### config.mk
export PLATFORM = sky130hd
export DESIGN_NAME = stable_priority_queue_core
export DESIGN_NICKNAME = d
export VERILOG_FILES = /design/src/hw/rtl/spq_pkg.sv /design/src/hw/rtl/spq_ram.sv /design/src/hw/rtl/stable_priority_queue_core.sv
export SDC_FILE = /design/constraint.sdc
export NUM_CORES = 2
export LEC_CHECK = 0
export BUFFER_PORTS_ARGS = -buffer_cell sky130_fd_sc_hd__buf_4
export CAP_MARGIN = 5
export CORE_AREA = 5 5 361 363
export DETAILED_ROUTE_END_ITERATION = 10
export DIE_AREA = 0 0 366 368
export PLACE_DENSITY = 0.74
export RECOVER_POWER = 25
export SLEW_MARGIN = 10
export SYNTH_ARGS = -nofsm -noshare
export SYNTH_HDL_FRONTEND = slang
export SYNTH_SLANG_ARGS = --single-unit
### constraint.sdc
create_clock -name clk -period 3.4 [get_ports clk]
set_input_delay 0.17 -clock clk [delete_from_list [all_inputs] [get_ports clk]]
set_output_delay 0.17 -clock clk [all_outputs]
set_load 0.005 [all_outputs]
### src/hw/rtl/spq_pkg.sv
package spq_pkg;

    localparam int CAPACITY = 16;
    localparam int LEVELS   = 5;

    localparam int ID_W     = 16;
    localparam int PRIO_W   = 3;
    localparam int STATUS_W = 2;
    localparam int OCC_W    = 5;

    localparam int PTR_W    = $clog2(CAPACITY);
    localparam int CNT_W    = $clog2(CAPACITY + 1);
    localparam int LVL_W    = $clog2(LEVELS);
    localparam int ADDR_W   = LVL_W + PTR_W;
    localparam int MEM_DEPTH = 2 ** ADDR_W;

    localparam int S_TDATA_W = 24;
    localparam int M_TDATA_W = 24;

    localparam logic OP_ENQ = 1'b0;
    localparam logic OP_DEQ = 1'b1;

    localparam logic [STATUS_W-1:0] STAT_ENQ   = 2'd0;
    localparam logic [STATUS_W-1:0] STAT_DEQ   = 2'd1;
    localparam logic [STATUS_W-1:0] STAT_EMPTY = 2'd2;
    localparam logic [STATUS_W-1:0] STAT_FULL  = 2'd3;

    typedef enum logic [1:0] {
        ST_IDLE = 2'b01,
        ST_READ = 2'b10
    } state_t;

    // Saturate the requested priority into 1..LEVELS and return its level index.
    function automatic logic [LVL_W-1:0] level_of(input logic [PRIO_W-1:0] p);
        logic [LVL_W-1:0] idx;
        if (p == '0)
        begin
            idx = '0;
        end
        else if (int'(p) > LEVELS)
        begin
            idx = LVL_W'(LEVELS - 1);
        end
        else
        begin
            idx = LVL_W'(int'(p) - 1);
        end
        return idx;
    endfunction

    function automatic logic [PTR_W-1:0] ptr_inc(input logic [PTR_W-1:0] p);
        logic [PTR_W-1:0] n;
        if (p == PTR_W'(CAPACITY - 1))
        begin
            n = '0;
        end
        else
        begin
            n = p + PTR_W'(1);
        end
        return n;
    endfunction

    function automatic logic [OCC_W-1:0] occ_of(input logic [CNT_W-1:0] c);
        return OCC_W'(c);
    endfunction

endpackage

### src/hw/rtl/spq_ram.sv
module spq_ram #(
    parameter int WIDTH = 16,
    parameter int DEPTH = 128
) (
    input  logic                     clk,
    input  logic                     we,
    input  logic [$clog2(DEPTH)-1:0] waddr,
    input  logic [WIDTH-1:0]         wdata,
    input  logic                     re,
    input  logic [$clog2(DEPTH)-1:0] raddr,
    output logic [WIDTH-1:0]         rdata
);

    logic [WIDTH-1:0] mem [DEPTH];

    always_ff @(posedge clk)
    begin
        if (we)
        begin
            mem[waddr] <= wdata;
        end
        if (re)
        begin
            rdata <= mem[raddr];
        end
    end

endmodule

### src/hw/rtl/stable_priority_queue_core.sv
// Stable bounded priority queue of 16-bit process ids.
// Input channel s_*: s_tuser[0] is the operation (0 enqueue, 1 dequeue),
// s_tdata carries process_id and priority_req. Priorities run 1..5, higher
// leaves first; out-of-range values saturate. Equal priorities leave in
// arrival order.
// Output channel m_*: one result item per input item. m_tuser is the status
// (0 enqueued, 1 dequeued, 2 dequeue on empty, 3 enqueue on full), m_tdata
// carries the removed id and priority (zero when nothing removed) and the
// occupancy after the operation.
// Entries sit in one RAM holding a circular FIFO per priority level; head,
// tail and fill counts per level live in flip-flops.
// An enqueue or a refused operation writes its result to the output register on
// acceptance; a dequeue first waits in ST_READ for the registered RAM read.
// Throughput: one enqueue per cycle unless the output stalls; no item is taken in ST_READ.
// An item is taken only while the output register is empty or being drained,
// so a stalled m_tready holds the result and stops s_tready.
// Reset empties the queue at once; no clearing pass is needed.
module stable_priority_queue_core (
    input  logic        clk,
    input  logic        rst_n,
    input  logic        s_tvalid,
    output logic        s_tready,
    input  logic [23:0] s_tdata,   // [15:0] process_id, [18:16] priority_req, [23:19] zero
    input  logic [0:0]  s_tuser,   // [0] operation
    output logic        m_tvalid,
    input  logic        m_tready,
    output logic [23:0] m_tdata,   // [15:0] out_id, [18:16] out_priority, [23:19] occupancy
    output logic [1:0]  m_tuser    // [1:0] status
);

    localparam int CNT_W = spq_pkg::CNT_W;
    localparam int PTR_W = spq_pkg::PTR_W;
    localparam int LVL_W = spq_pkg::LVL_W;
    localparam int LEVELS = spq_pkg::LEVELS;

    spq_pkg::state_t state_reg, state_next;
    logic [CNT_W-1:0] count_reg, count_next;
    logic [CNT_W-1:0] lvl_cnt_reg  [LEVELS];
    logic [CNT_W-1:0] lvl_cnt_next [LEVELS];
    logic [PTR_W-1:0] head_reg  [LEVELS];
    logic [PTR_W-1:0] head_next [LEVELS];
    logic [PTR_W-1:0] tail_reg  [LEVELS];
    logic [PTR_W-1:0] tail_next [LEVELS];
    logic [LVL_W-1:0] deq_lvl_reg, deq_lvl_next;

    logic                          out_valid_reg, out_valid_next;
    logic [spq_pkg::STATUS_W-1:0]  out_status_reg, out_status_next;
    logic [spq_pkg::ID_W-1:0]      out_id_reg, out_id_next;
    logic [spq_pkg::PRIO_W-1:0]    out_prio_reg, out_prio_next;
    logic [spq_pkg::OCC_W-1:0]     out_occ_reg, out_occ_next;

    logic                       accept;
    logic                       is_deq;
    logic                       full;
    logic                       any_held;
    logic [LVL_W-1:0]           enq_lvl;
    logic [LVL_W-1:0]           top_lvl;
    logic                       ram_we;
    logic                       ram_re;
    logic [spq_pkg::ADDR_W-1:0] ram_waddr;
    logic [spq_pkg::ADDR_W-1:0] ram_raddr;
    logic [spq_pkg::ID_W-1:0]   ram_rdata;

    assign s_tready = (state_reg == spq_pkg::ST_IDLE) && (!out_valid_reg || m_tready);
    assign accept   = s_tvalid && s_tready;
    assign is_deq   = (s_tuser[0] == spq_pkg::OP_DEQ);
    assign full     = (count_reg == CNT_W'(spq_pkg::CAPACITY));
    assign any_held = (count_reg != '0);
    assign enq_lvl  = spq_pkg::level_of(s_tdata[18:16]);

    // Highest level that holds anything
    always_comb
    begin
        top_lvl = '0;
        for (int i = 0; i < LEVELS; i++)
        begin
            if (lvl_cnt_reg[i] != '0)
            begin
                top_lvl = LVL_W'(i);
            end
        end
    end

    assign ram_we    = accept && !is_deq && !full;
    assign ram_waddr = {enq_lvl, tail_reg[enq_lvl]};
    assign ram_re    = accept && is_deq && any_held;
    assign ram_raddr = {top_lvl, head_reg[top_lvl]};

    spq_ram #(
        .WIDTH(spq_pkg::ID_W),
        .DEPTH(spq_pkg::MEM_DEPTH)
    ) u_ram (
        .clk   (clk),
        .we    (ram_we),
        .waddr (ram_waddr),
        .wdata (s_tdata[15:0]),
        .re    (ram_re),
        .raddr (ram_raddr),
        .rdata (ram_rdata)
    );

    always_comb
    begin
        state_next      = state_reg;
        count_next      = count_reg;
        lvl_cnt_next    = lvl_cnt_reg;
        head_next       = head_reg;
        tail_next       = tail_reg;
        deq_lvl_next    = deq_lvl_reg;
        out_valid_next  = out_valid_reg && !m_tready;
        out_status_next = out_status_reg;
        out_id_next     = out_id_reg;
        out_prio_next   = out_prio_reg;
        out_occ_next    = out_occ_reg;

        unique case (state_reg)
            spq_pkg::ST_IDLE:
            begin
                if (accept)
                begin
                    out_id_next   = '0;
                    out_prio_next = '0;
                    if (!is_deq)
                    begin
                        out_valid_next = 1'b1;
                        if (full)
                        begin
                            out_status_next = spq_pkg::STAT_FULL;
                            out_occ_next    = spq_pkg::occ_of(count_reg);
                        end
                        else
                        begin
                            count_next              = count_reg + CNT_W'(1);
                            lvl_cnt_next[enq_lvl]   = lvl_cnt_reg[enq_lvl] + CNT_W'(1);
                            tail_next[enq_lvl]      = spq_pkg::ptr_inc(tail_reg[enq_lvl]);
                            out_status_next         = spq_pkg::STAT_ENQ;
                            out_occ_next            = spq_pkg::occ_of(count_reg + CNT_W'(1));
                        end
                    end
                    else if (!any_held)
                    begin
                        out_valid_next  = 1'b1;
                        out_status_next = spq_pkg::STAT_EMPTY;
                        out_occ_next    = '0;
                    end
                    else
                    begin
                        // Pop bookkeeping now; the id arrives from the RAM next cycle
                        count_next            = count_reg - CNT_W'(1);
                        lvl_cnt_next[top_lvl] = lvl_cnt_reg[top_lvl] - CNT_W'(1);
                        head_next[top_lvl]    = spq_pkg::ptr_inc(head_reg[top_lvl]);
                        deq_lvl_next          = top_lvl;
                        state_next            = spq_pkg::ST_READ;
                    end
                end
            end
            spq_pkg::ST_READ:
            begin
                out_valid_next  = 1'b1;
                out_status_next = spq_pkg::STAT_DEQ;
                out_id_next     = ram_rdata;
                out_prio_next   = spq_pkg::PRIO_W'(deq_lvl_reg) + spq_pkg::PRIO_W'(1);
                out_occ_next    = spq_pkg::occ_of(count_reg);
                state_next      = spq_pkg::ST_IDLE;
            end
            default:
            begin
                state_next = spq_pkg::ST_IDLE;
            end
        endcase
    end

    always_ff @(posedge clk or negedge rst_n)
    begin
        if (!rst_n)
        begin
            state_reg     <= spq_pkg::ST_IDLE;
            count_reg     <= '0;
            out_valid_reg <= 1'b0;
            for (int i = 0; i < LEVELS; i++)
            begin
                lvl_cnt_reg[i] <= '0;
                head_reg[i]    <= '0;
                tail_reg[i]    <= '0;
            end
        end
        else
        begin
            state_reg     <= state_next;
            count_reg     <= count_next;
            out_valid_reg <= out_valid_next;
            lvl_cnt_reg   <= lvl_cnt_next;
            head_reg      <= head_next;
            tail_reg      <= tail_next;
        end
    end

    always_ff @(posedge clk)
    begin
        deq_lvl_reg    <= deq_lvl_next;
        out_status_reg <= out_status_next;
        out_id_reg     <= out_id_next;
        out_prio_reg   <= out_prio_next;
        out_occ_reg    <= out_occ_next;
    end

    assign m_tvalid = out_valid_reg;
    assign m_tuser  = out_status_reg;
    assign m_tdata  = {out_occ_reg, out_prio_reg, out_id_reg};

endmodule

==> reports/summary.txt <==
Status: finished, violations left
Failing checks: capacitance limit, slew limit, setup timing
Remaining antenna violation count after routing: 0
Final worst slack: -0.524 ns
Number of flip-flops under the largest register name: 1,280
Hpwl dp: 101 mm
First-pass GRT wire length: 238 mm
Critical Path Start Type: flop
Critical Path End: u_ram.rdata[7]
Final wirelength: 166 mm
RSZ-0062 raised after global routing: true
Placed instance count: 5,792
IO Port Bufs: 51
Crit path capture type: flop
Clk root buf: clkbuf_16
Setup TNS: -6.20 ns
Starting Density: 44.5%
Share of total power in sequential cells: 33.7%
Worst Skew: 0.0388 ns
Yosys reg bits: 1,398
Post-synthesis sequential area ratio: 73.7%
Vias: 37,500
Setup violators final: 16
Layout Nets: 4,386
Final hold violations: 0
Syn Nets: 3,840
GRT overflow: 0
Share of post-route cells with drive strength above 1: 25.2%
Hold_ws: 0.0549 ns
Sw frac: 35.8%
Reg-to-Reg Start: lvl_cnt_reg[11]
CTS tree: yes
Flop-to-flop setup slack: -0.52 ns
Async S/R FF share, synth: 5.22%
Worst setup path startpoint: lvl_cnt_reg[11]
GRT Total Usage: 23.6%
Vias in the first global route: 36,200
Reg2Reg Depth: 14
Remaining DRCs: 0
Crit path max fanout: 19
Comb pwr share: 41.9%
Initial antenna violation count: 10
Die Y: 368 microns
CP arrival: 4.41 ns
LEAKAGE: 24.0 nW
Via density per instance: 6.14
Die W: 366 microns
Max Cap Viol: 12
Worst-path clk slew: 0.06 ns
Fmax: 255 MHz
# IOs: 57
Pwr Density: 859 nW/um^2
Area grow syn2layout: 22.6%
Top post-synthesis cells by area: edfxtp_1 (71%), nand2_1 (4.4%), dfrtp_1 (3.2%)
H-tree Lvls: 4
Post-Syn Area: 56,400 sq um
CTS Buf Count: 138
Leading area contributor after synthesis: edfxtp_1
Int Pwr: 38.1 mW
Sink Count: 1,398
Clk pwr share: 24.5%
Synth Area per Inst: 14.9 sq um
Reg-to-reg critical path endpoint: u_ram.rdata[7]
Routed len/inst: 27.2 microns
Rel. slew slack: -42.1%
Post-synth EDFFs: 1,325
Top-count cell post-synth: edfxtp_1
Crit Path Category: flop to flop
Initial DRC count: 5,958
NetSw: 21.3 mW
Finished Layout Cells: 6,115
Die area: 135,000 sq um
Core Region: 127,000 sq um
Worst-Skew Late Latency: 0.77 ns
Required time of the worst setup path: 3.89 ns
First-pass iteration count of the detailed router: 6
Final instance area: 69,200 sq um
Core Util, Final: 54.6%
Slew Limit Fails: 973
Placed cell areas: 63,000 sq um
Post-route minimum period: 3.92 ns
Primary FF master, synth: edfxtp_1
Warnings, synthesis: 0
Peak VDD IR: 0.587 mV
Min-delay worst type: input port to async pin
Synth top cells by count: edfxtp_1 (1,325), nand2_1 (657), nand3_1 (196)
Synth unique cells: 71
Fillers: 9,454
Proportion of netlist area held by the largest area contributor: 70.5%
Final period utilization: 115%
Post-Synthesis Cells: 3,799
GP Congestion: 0.939
Clock Tree Buf Depth: 3
# rows: 131
Largest net degree at the start of global routing: 81
Worst-Margin Slew: 2.13 ns
==> through the flow <==
step / power, mW / worst slack, ns
after detailed placement: 41.4 / -0.840
after floorplan: 31.3 / -0.235
after global routing: 61.3 / -0.513
final: 59.4 / -0.524
after CTS: 57.0 / -0.502
after global placement: 41.0 / -0.858
==> layout make-up <==
class	count	area [sq um]	area share, %
sequential	1398	41600	60.2
multi-input combinational	2121	14700	21.3
timing repair buffer	628	6260	9.06
clock buffer	167	3610	5.23
tap	1662	2080	3.01
clock inverter	76	618	0.894
inverter	57	259	0.374
antenna	5	12.5	0.0181
timing repair inverter	1	8.76	0.0127
==> power by group through the flow <==
| stage | Combinational (mW) | Sequential [mW] | Clock [mW] |
|---|---|---|---|
| 2_1_floorplan | 11.2 | 20.1 | 0 |
| 3_3_place_gp | 20.8 | 20.3 | 0 |
| 3_5_place_dp | 21.1 | 20.3 | 0 |
| 4_1_cts | 22.5 | 19.9 | 14.6 |
| 5_1_grt | 25.8 | 20.0 | 15.4 |
| 6_report | 24.9 | 20.0 | 14.5 |
==> layer usage <==
layer	track usage (%)	share of wire (%)	up-vias
li1	-	-	15800
met1	32.5	37	18600
met2	36.0	45	2744
met3	5.77	13	438
met4	10.5	4.7	8
met5	0	0.053	-
==> cells in the final DEF (no fill, tap or decap), drive strengths merged, types with 8 or more instances in the layout <==
cell type | synthesis | layout
mux2i | 168 | 168
edfxtp | 1325 | 1325
nand2b | 14 | 14
nand2 | 657 | 657
and3 | 14 | 14
a211o | 8 | 8
and2 | 30 | 30
inv | 57 | 65
a22oi | 65 | 65
o22ai | 26 | 26
ha | 12 | 12
clkinv | 0 | 60
a221o | 14 | 14
a22o | 20 | 20
xnor2 | 8 | 8
a311o | 9 | 9
nor4 | 12 | 12
a211oi | 75 | 75
a311oi | 45 | 45
a221oi | 22 | 22
dfrtp | 72 | 72
a21oi | 168 | 168
buf | 95 | 603
nand3 | 197 | 197
a31oi | 33 | 33
or3 | 10 | 10
nand4 | 30 | 30
a32oi | 16 | 16
clkbuf | 129 | 186
mux2 | 45 | 45
o21ai | 78 | 78
mux4 | 75 | 75
nor3 | 30 | 30
nor2 | 153 | 153
==> worst min path at each step <==
stage              from           end  depth (start not counted)
3_5_place_dp      rst_n   tail_reg[4]                          1
5_1_grt        s_tvalid  count_reg[0]                          4
3_3_place_gp      rst_n   tail_reg[8]                          1
2_1_floorplan     rst_n  count_reg[0]                          0
6_report          rst_n   tail_reg[9]                          2
4_1_cts        s_tvalid      m_tvalid                          5
==> kinds of logic (layout without fill, tap and decap cells) <==
logic type | after synthesis | after routing | synth area share [%]
AO/OA/AOI/OAI | 649 | 650 | 7.98
XOR/XNOR | 11 | 11 | 0.171
adder cells (fa/ha/maj) | 12 | 12 | 0.266
buffers and inverters | 281 | 929 | 2.12
flip-flops | 1398 | 1398 | 73.7
multiplexers | 288 | 288 | 6.87
other | 0 | 5 | 0
AND/OR/NAND/NOR | 1160 | 1160 | 8.84
==> repair_timing <==
action	CTS	global route
endpoints found under the setup margin	26	244
pin swaps	30	57
endpoints found under the hold margin	68	0
buffers inserted	16	47
hold buffers	4	0
cloned	5	8
gates resized for setup	94	130
==> worst max-delay path, stage by stage, from the launching register on <==
cell       delay, ns
dfrtp_1         0.40
or4_4           0.57
nor4_4          0.26
nand3_2         0.17
a21oi_4         0.18
buf_12          0.16
buf_12          0.16
inv_16          0.09
clkbuf_16       0.21
buf_4           0.19
nand2_1         0.09
nand3_1         0.17
a311oi_2        0.46
o21ai_2         0.14
o41a_1          0.39
Note: power is estimated with default switching activity, not from simulation.
